[config.mk]
export PLATFORM = sky130hd
export DESIGN_NAME = spi_master_byte_transfer_core
export DESIGN_NICKNAME = d
export VERILOG_FILES = /design/src/rtl/core/spim_pkg.sv /design/src/rtl/core/spim_front.sv /design/src/rtl/core/spim_queue.sv /design/src/rtl/core/spim_engine.sv /design/src/rtl/core/spi_master_byte_transfer_core.sv
export SDC_FILE = /design/constraint.sdc
export NUM_CORES = 1
export LEC_CHECK = 0
export BUFFER_PORTS_ARGS = -buffer_cell sky130_fd_sc_hd__buf_2
export CORE_MARGIN = 4
export CORE_UTILIZATION = 65
export CTS_CLUSTER_DIAMETER = 200
export CTS_CLUSTER_SIZE = 24
export DETAILED_ROUTE_END_ITERATION = 6
export PLACE_DENSITY = 0.85
export SLEW_MARGIN = 10
export SYNTH_ARGS = -nofsm -noshare
export SYNTH_HDL_FRONTEND = slang
export SYNTH_SLANG_ARGS = --single-unit
[constraint.sdc]
create_clock -name clk -period 9.75 [get_ports clk]
set_input_delay 0 -clock clk [delete_from_list [all_inputs] [get_ports clk]]
set_output_delay 0 -clock clk [all_outputs]
set_load 0.01 [all_outputs]
[src/rtl/core/spim_pkg.sv]
// Shared types and constants for the SPI master byte-transfer core.
`default_nettype none

package spim_pkg;

	localparam int QDEPTH = 4;
	localparam int QPTR_W = $clog2(QDEPTH);
	localparam int QCNT_W = $clog2(QDEPTH + 1);

	localparam int CFG_IDX_W = 2;
	localparam logic [CFG_IDX_W-1:0] CFG_SPI_MODE    = 2'd0;
	localparam logic [CFG_IDX_W-1:0] CFG_LSB_FIRST   = 2'd1;
	localparam logic [CFG_IDX_W-1:0] CFG_HALF_PERIOD = 2'd2;

	localparam logic [1:0]  SPI_MODE_RST    = 2'd0;
	localparam logic        LSB_FIRST_RST   = 1'b0;
	localparam logic [15:0] HALF_PERIOD_RST = 16'd10;

	typedef struct packed {
		logic [1:0]  spi_mode;
		logic        lsb_first;
		logic [15:0] half_period_ticks;
	} spim_cfg_t;

	// one tick as it sits in the queue, already classified
	typedef struct packed {
		logic       is_start;
		logic [7:0] tx_byte;
		logic [3:0] select_line;
		logic       end_of_burst;
		logic       miso_level;
	} spim_item_t;

	typedef struct packed {
		logic full;
		logic empty;
	} spim_qstat_t;

endpackage

`default_nettype wire

[src/rtl/core/spim_front.sv]
// Front end: takes input ticks, qualifies start requests and pushes them into the queue.
`default_nettype none

module spim_front
	import spim_pkg::*;
#(
	parameter int NUM_SELECT = 16
) (
	input  wire logic        in_valid,
	output logic             in_stall,
	input  wire logic        action,
	input  wire logic [7:0]  tx_byte,
	input  wire logic [3:0]  select_line,
	input  wire logic        end_of_burst,
	input  wire logic        miso_level,
	input  wire spim_qstat_t qstat,
	output logic             push,
	output spim_item_t       item
);

	logic line_ok;

	// a start on a line that does not exist is just a plain tick
	assign line_ok = {1'b0, select_line} < 5'(NUM_SELECT);

	assign in_stall = qstat.full;
	assign push     = in_valid && !qstat.full;

	always_comb begin
		item.is_start     = action && line_ok;
		item.tx_byte      = tx_byte;
		item.select_line  = select_line;
		item.end_of_burst = end_of_burst;
		item.miso_level   = miso_level;
	end

endmodule

`default_nettype wire

[src/rtl/core/spim_queue.sv]
// Short FIFO between the front end and the transfer engine.
`default_nettype none

module spim_queue
	import spim_pkg::*;
(
	input  wire logic       clk,
	input  wire logic       arst_n,
	input  wire logic       push,
	input  wire spim_item_t wr_item,
	input  wire logic       pop,
	output spim_item_t      rd_item,
	output spim_qstat_t     qstat
);

	spim_item_t             mem_q [QDEPTH];
	logic [QPTR_W-1:0]      wr_ptr_q;
	logic [QPTR_W-1:0]      rd_ptr_q;
	logic [QCNT_W-1:0]      count_q;

	always_ff @(posedge clk) begin
		if (push) begin
			mem_q[wr_ptr_q] <= wr_item;
		end
	end

	always_ff @(posedge clk or negedge arst_n) begin
		if (!arst_n) begin
			wr_ptr_q <= '0;
			rd_ptr_q <= '0;
			count_q  <= '0;
		end else begin
			if (push) begin
				wr_ptr_q <= wr_ptr_q + QPTR_W'(1);
			end
			if (pop) begin
				rd_ptr_q <= rd_ptr_q + QPTR_W'(1);
			end
			if (push && !pop) begin
				count_q <= count_q + QCNT_W'(1);
			end else if (pop && !push) begin
				count_q <= count_q - QCNT_W'(1);
			end
		end
	end

	assign rd_item     = mem_q[rd_ptr_q];
	assign qstat.full  = (count_q == QCNT_W'(QDEPTH));
	assign qstat.empty = (count_q == '0);

endmodule

`default_nettype wire

[src/rtl/core/spim_engine.sv]
// Transfer engine: advances the SPI bit timing one tick per queued item.
`default_nettype none

module spim_engine
	import spim_pkg::*;
(
	input  wire logic        clk,
	input  wire logic        arst_n,
	input  wire spim_cfg_t   cfg,
	input  wire spim_item_t  item,
	input  wire spim_qstat_t qstat,
	output logic             pop,
	output logic             out_valid,
	input  wire logic        out_stall,
	output logic             sclk_level,
	output logic             mosi_level,
	output logic             mosi_drive,
	output logic [15:0]      select_levels,
	output logic             busy_flag,
	output logic             byte_done,
	output logic [7:0]       rx_byte
);

	typedef struct packed {
		logic        active;
		logic [4:0]  edge_count;
		logic [15:0] tick_timer;
		logic [7:0]  out_shift;
		logic [7:0]  in_shift;
		logic [3:0]  chosen_line;
		logic        release_when_done;
		logic        clock_pin;
		logic        data_pin;
		logic        data_pin_enable;
		logic [15:0] select_pins;
	} spim_state_t;

	spim_state_t st_q;
	spim_state_t nx;
	logic        done_d;
	logic [7:0]  rx_d;
	logic        out_valid_q;
	logic        pol;
	logic        pha;
	logic        leading;
	logic [15:0] timer_dec;
	logic [15:0] load_val;

	assign pol       = cfg.spi_mode[1];
	assign pha       = cfg.spi_mode[0];
	assign leading   = ~st_q.edge_count[0];
	assign timer_dec = st_q.tick_timer - 16'(st_q.tick_timer != 16'd0);
	assign load_val  = (cfg.half_period_ticks == 16'd0) ? 16'd1 : cfg.half_period_ticks;

	// output register frees up when empty or being taken
	assign pop = !qstat.empty && (!out_valid_q || !out_stall);

	always_comb begin
		nx     = st_q;
		done_d = 1'b0;
		rx_d   = 8'd0;
		if (st_q.active) begin
			nx.tick_timer = timer_dec;
			if (timer_dec == 16'd0) begin
				if (!st_q.edge_count[4]) begin
					nx.clock_pin = leading ? ~pol : pol;
					// shift edge when edge kind matches CPHA, else sample edge
					if (leading == pha) begin
						nx.data_pin  = cfg.lsb_first ? st_q.out_shift[0] : st_q.out_shift[7];
						nx.out_shift = cfg.lsb_first ? {1'b0, st_q.out_shift[7:1]}
						                             : {st_q.out_shift[6:0], 1'b0};
					end else begin
						nx.in_shift = cfg.lsb_first ? {item.miso_level, st_q.in_shift[7:1]}
						                            : {st_q.in_shift[6:0], item.miso_level};
					end
					nx.edge_count = st_q.edge_count + 5'd1;
					nx.tick_timer = load_val;
				end else begin
					nx.active     = 1'b0;
					nx.edge_count = 5'd0;
					done_d        = 1'b1;
					rx_d          = st_q.in_shift;
					if (st_q.release_when_done) begin
						nx.data_pin_enable = 1'b0;
						nx.select_pins     = st_q.select_pins | (16'd1 << st_q.chosen_line);
					end
				end
			end
		end else if (item.is_start) begin
			nx.active            = 1'b1;
			nx.edge_count        = 5'd0;
			nx.tick_timer        = load_val;
			nx.out_shift         = item.tx_byte;
			nx.in_shift          = 8'd0;
			nx.chosen_line       = item.select_line;
			nx.release_when_done = item.end_of_burst;
			nx.clock_pin         = pol;
			nx.select_pins       = st_q.select_pins & ~(16'd1 << item.select_line);
			nx.data_pin_enable   = 1'b1;
			if (!pha) begin
				nx.data_pin  = cfg.lsb_first ? item.tx_byte[0] : item.tx_byte[7];
				nx.out_shift = cfg.lsb_first ? {1'b0, item.tx_byte[7:1]}
				                             : {item.tx_byte[6:0], 1'b0};
			end
		end
	end

	always_ff @(posedge clk or negedge arst_n) begin
		if (!arst_n) begin
			st_q.active            <= 1'b0;
			st_q.edge_count        <= 5'd0;
			st_q.tick_timer        <= 16'd0;
			st_q.out_shift         <= 8'd0;
			st_q.in_shift          <= 8'd0;
			st_q.chosen_line       <= 4'd0;
			st_q.release_when_done <= 1'b0;
			st_q.clock_pin         <= 1'b0;
			st_q.data_pin          <= 1'b0;
			st_q.data_pin_enable   <= 1'b0;
			st_q.select_pins       <= 16'hFFFF;
			out_valid_q            <= 1'b0;
		end else begin
			if (pop) begin
				st_q        <= nx;
				out_valid_q <= 1'b1;
			end else if (!out_stall) begin
				out_valid_q <= 1'b0;
			end
		end
	end

	always_ff @(posedge clk) begin
		if (pop) begin
			sclk_level    <= nx.clock_pin;
			mosi_level    <= nx.data_pin_enable & nx.data_pin;
			mosi_drive    <= nx.data_pin_enable;
			select_levels <= nx.select_pins;
			busy_flag     <= nx.active;
			byte_done     <= done_d;
			rx_byte       <= rx_d;
		end
	end

	assign out_valid = out_valid_q;

endmodule

`default_nettype wire

[src/rtl/core/spi_master_byte_transfer_core.sv]
// Path: an accepted tick is written into the queue; the output register loads from the
// queue head when the queue is not empty and the output register is empty or being taken.
// Throughput: one tick per cycle while the output is not stalled; state updates per pop.
// A 4-entry queue sits between the input side and the engine, so the input keeps
// taking up to four ticks while a result waits at the output.
// Reset: transfer idle, all selects high, pins low, config back to mode 0, MSB first, 10.
`default_nettype none

module spi_master_byte_transfer_core
	import spim_pkg::*;
#(
	parameter int NUM_SELECT = 16
) (
	input  wire logic                 clk,
	input  wire logic                 arst_n,
	input  wire logic                 cfg_valid,
	output logic                      cfg_ready,
	input  wire logic [CFG_IDX_W-1:0] cfg_index,
	input  wire logic [15:0]          cfg_data,
	input  wire logic                 in_valid,
	output logic                      in_stall,
	input  wire logic                 action,
	input  wire logic [7:0]           tx_byte,
	input  wire logic [3:0]           select_line,
	input  wire logic                 end_of_burst,
	input  wire logic                 miso_level,
	output logic                      out_valid,
	input  wire logic                 out_stall,
	output logic                      sclk_level,
	output logic                      mosi_level,
	output logic                      mosi_drive,
	output logic [15:0]               select_levels,
	output logic                      busy_flag,
	output logic                      byte_done,
	output logic [7:0]                rx_byte
);

	spim_cfg_t   cfg_q;
	spim_qstat_t qstat;
	spim_item_t  push_item;
	spim_item_t  pop_item;
	logic        push;
	logic        pop;

	assign cfg_ready = 1'b1;

	always_ff @(posedge clk or negedge arst_n) begin
		if (!arst_n) begin
			cfg_q.spi_mode          <= SPI_MODE_RST;
			cfg_q.lsb_first         <= LSB_FIRST_RST;
			cfg_q.half_period_ticks <= HALF_PERIOD_RST;
		end else if (cfg_valid && cfg_ready) begin
			unique case (cfg_index)
				CFG_SPI_MODE:    cfg_q.spi_mode          <= cfg_data[1:0];
				CFG_LSB_FIRST:   cfg_q.lsb_first         <= cfg_data[0];
				CFG_HALF_PERIOD: cfg_q.half_period_ticks <= cfg_data;
				default: begin
				end
			endcase
		end
	end

	spim_front #(
		.NUM_SELECT(NUM_SELECT)
	) u_front (
		.in_valid     (in_valid),
		.in_stall     (in_stall),
		.action       (action),
		.tx_byte      (tx_byte),
		.select_line  (select_line),
		.end_of_burst (end_of_burst),
		.miso_level   (miso_level),
		.qstat        (qstat),
		.push         (push),
		.item         (push_item)
	);

	spim_queue u_queue (
		.clk     (clk),
		.arst_n  (arst_n),
		.push    (push),
		.wr_item (push_item),
		.pop     (pop),
		.rd_item (pop_item),
		.qstat   (qstat)
	);

	spim_engine u_engine (
		.clk           (clk),
		.arst_n        (arst_n),
		.cfg           (cfg_q),
		.item          (pop_item),
		.qstat         (qstat),
		.pop           (pop),
		.out_valid     (out_valid),
		.out_stall     (out_stall),
		.sclk_level    (sclk_level),
		.mosi_level    (mosi_level),
		.mosi_drive    (mosi_drive),
		.select_levels (select_levels),
		.busy_flag     (busy_flag),
		.byte_done     (byte_done),
		.rx_byte       (rx_byte)
	);

	a_done_not_busy: assert property (@(posedge clk) disable iff (!arst_n)
		out_valid && byte_done |-> !busy_flag)
		else $error("byte_done reported while still busy");

	a_rx_zero_idle: assert property (@(posedge clk) disable iff (!arst_n)
		out_valid && !byte_done |-> rx_byte == 8'd0)
		else $error("rx_byte nonzero without byte_done");

	a_mosi_released: assert property (@(posedge clk) disable iff (!arst_n)
		out_valid && !mosi_drive |-> !mosi_level)
		else $error("mosi_level high while MOSI released");

	a_select_held: assert property (@(posedge clk) disable iff (!arst_n)
		out_valid && busy_flag |-> select_levels != 16'hFFFF)
		else $error("busy with no select line asserted");

endmodule

`default_nettype wire

==> results.tsv <==
metric	value	unit
status	finished, final reports clean	
core	12800	µm²
p_comb_share	28.0	%
path_class	flop to flop	
fin_total_pwr	2.43	mW
grt_pass1_wl	33500	µm
p_leak	3.75	nW
boundaryPins	70	
finalCritPeriodShare	52.9	%
worst_slew_pin_slew	1160	ps
path_max_fanout	14	
ys_seq_elements	178	
rows	41	
syn_area_per_cell	11.9	µm²
antenna_cells	0	
htreeDepth	4	
crit_chain	or4_4 -> or3_1 -> or4_1 -> ha_1 -> ha_1 -> or2_2 -> o21a_1 -> o22ai_1 -> nand4_1 -> or4_1 -> o21ai_4 -> mux2_2	
synth-main-ff-cell	edfxtp_1	
wl_per_cell	21.1	µm
cp.arrival	5490	ps
drc	0	
drt_iter0_markers	819	
wl	21000	µm
yosysWarnings	0	
via_per_inst	6.38	
internal-power	1.58	mW
syn_inst	721	
start_kind	flop	
grt_max_degree	80	
grt_overflow_total	0	
fin_cells	994	
num_vias	6341	
cts_sinks	178	
path_clk_slew	70	ps
die_x	123	µm
pwr-share-seq	45.4	%
numCtsBuffers	17	
root_buffer	clkbuf_16	
timing.slew.headroom	22.2	%
worstPathRequired	10080	ps
cp_top_family	simple AND/OR/NAND/NOR gates	
cts-resized-gates	0	
numPortBuffers	68	
fill_cells	758	
regArea	4920	µm²
fmax	0.194	GHz
rsz0062_at_grt	no	
dp_hpwl	13200	µm
drtPass1Iterations	5	
fin_crit	5160	ps
grt_usage	29.5	%
area_growth	15.9	%
synth_cell_type_count	71	
place_inst	924	
cpMaxStageDelayCell	or4_1	
multi_input_area	3420	µm²
die_h	123	µm
hold_viol	0	
hold_class	primary input to flop	
grt_pass1_vias	6425	
synth.top_cell.area_share	31.2	%
synth_area_leaders	edfxtp_1, dfrtp_1, o21ai_0, dfstp_2, mux2_2	
yosys.area.top_type	edfxtp_1	
synth.cell_area	8570	µm²
crit_buf_inv	0	
drive_gt1_share	23.6	%
max_stage_delay	770	ps
p_sw_share	34.9	%
ys_seq_area_share	57.4	%
power_per_cell_area	245	nW/µm²
drv_slew	0	
design.die.area	15100	µm²
cp-end-kind	flop	
clk_latency	450	ps
ant_nets	0	
switchingPower	0.848	mW
cts_tree	built	
cap_viol_max_count	0	
synth_edf_count	89	
setup_viol	0	
clockBufferDepth	2	
setup_tns	0	ps
finalWeightedCongestion	0.909	
antenna_found_initial	0	
layout.nets	856	
fin_skew	22.0	ps
initial_utilization	67.1	%
ir_drop	276	µV
synth-async-reset-ratio	50.0	%
synth_nets	768	
final_util	77.8	%
clock_power_share	26.6	%
per-stage QoR:
stage          instance area (µm²)  setup WS, ps  hold slack [ps]
2_1_floorplan                 8570          5330             -296
3_3_place_gp                  9000          4890             -167
3_5_place_dp                  9000          4780             -163
4_1_cts                       9940          4710            0.649
5_1_grt                       9940          4350             21.1
6_report                      9940          4590             10.1
cells in the mapped netlist, types with 2 or more instances:
| cell | count |
|---|---|
| o21ai_0 | 95 |
| edfxtp_1 | 89 |
| dfrtp_1 | 71 |
| nand2_1 | 63 |
| mux2_2 | 40 |
| clkbuf_1 | 32 |
| nor2_1 | 31 |
| a21oi_1 | 27 |
| mux2i_1 | 26 |
| dfstp_2 | 18 |
| and2_1 | 17 |
| nand3_1 | 17 |
| mux4_2 | 15 |
| inv_1 | 11 |
| nor2b_1 | 11 |
| xnor2_1 | 11 |
| nand2b_1 | 10 |
| nor3_1 | 10 |
| ha_1 | 8 |
| nor4_1 | 8 |
| buf_2 | 7 |
| nand4_1 | 7 |
| xor2_1 | 7 |
| o22ai_1 | 6 |
| or3_1 | 6 |
| o22a_1 | 5 |
| or2_2 | 5 |
| or4_1 | 5 |
| a22oi_1 | 4 |
| a31oi_1 | 4 |
| buf_1 | 4 |
| o211ai_1 | 4 |
| nand3b_1 | 3 |
| nor3b_1 | 3 |
| a21o_1 | 2 |
| and3_1 | 2 |
| o211a_1 | 2 |
| o31ai_1 | 2 |
worst min-delay path, cell delays in order:
cell     delay, ps
buf_2          100
nand2_1         50
nor2_1         100
mux2_2         170
area by class of cell:
cell class / count / share of cell area [%]
clock inverter: 14 / 1.25
multi-input combinational: 487 / 34.5
clock buffer: 18 / 4.32
sequential: 178 / 49.5
tap: 172 / 2.17
timing repair buffer: 113 / 7.81
inverter: 12 / 0.453
routing by layer:
| metal | vias to the layer above | GRT usage (%) | wire length (µm) |
|---|---|---|---|
| met2 | 311 | 49.4 | 10700 |
| met4 | 0 | 11.8 | 673 |
| met5 | - | 0 | 0 |
| li1 | 2834 | - | - |
| met1 | 3134 | 36.5 | 8150 |
| met3 | 62 | 7.93 | 1460 |
cells by family after synthesis:
family                   share of synthesized area (%)
adder cells (fa/ha/maj)                           1.40
AND/OR/NAND/NOR                                   12.9
multiplexers                                      12.2
AO/OA/AOI/OAI                                     11.6
XOR/XNOR                                          1.84
other                                           0.0438
buffers and inverters                             2.60
flip-flops                                        57.4
power by group through the flow:
| stage | Clock, mW | Combinational, mW | Sequential (mW) |
|---|---|---|---|
| global route | 0.681 | 0.743 | 1.12 |
| global placement | 0 | 0.620 | 1.10 |
| detailed placement | 0 | 0.650 | 1.11 |
| floorplan | 0 | 0.500 | 1.05 |
| CTS | 0.652 | 0.669 | 1.10 |
| finish | 0.648 | 0.681 | 1.10 |
state kept, by name (all words and copies together) (netlist names):
signal / count
u_queue.wr_ptr_q: 2
cfg_q: 19
u_engine.sclk_level: 1
u_engine.mosi_drive: 1
u_engine.busy_flag: 1
u_engine.st_q: 62
u_queue.count_q: 3
u_engine.select_levels: 16
u_queue.rd_ptr_q: 2
u_engine.out_valid: 1
u_engine.mosi_level: 1
u_engine.rx_byte: 8
u_engine.byte_done: 1
u_queue.mem_q: 60
cell usage in the layout (no fill, tap or decap), types with 6 or more instances in the layout:
master          n
a21oi_1        27
dfrtp_1        71
nor4_1          8
xor2_1          7
mux2i_1        26
dlygate4sd3_1  38
xnor2_1        11
o22ai_1         6
ha_1            8
nor2b_1        11
buf_2          67
or3_1           6
nand4_1         7
edfxtp_1       89
nand2b_1       10
nand3_1        17
nor3_1         10
dfstp_2        18
and2_1         17
o21ai_0        95
mux2_2         40
buf_4           8
nand2_1        63
clkbuf_16      17
mux4_2         15
inv_1          11
nor2_1         31
worst paths after layout:
kind | from | endpoint | slack [ps] | cells after the start
worst max-delay path | u_engine.st_q[49] | u_engine.st_q[35] | 4590 | 12
worst min-delay path | cfg_valid | cfg_q[16] | 10 | 4
worst max register to register | u_engine.st_q[49] | u_engine.st_q[35] | 4590 | 12
worst min register to register | u_engine.st_q[8] | u_engine.st_q[8] | 500 | 2
max in group asynchronous | arst_n | u_engine.st_q[32] | 8700 | 3
min in group asynchronous | arst_n | cfg_q[3] | 50 | 2
what timing repair did:
action / CTS / global route
setup buffers: 0 / 0
setup endpoints to repair: 0 / 0
hold endpoints to repair: 125 / 0
hold buffers: 38 / 0
Power figures use the tool's default switching activity.
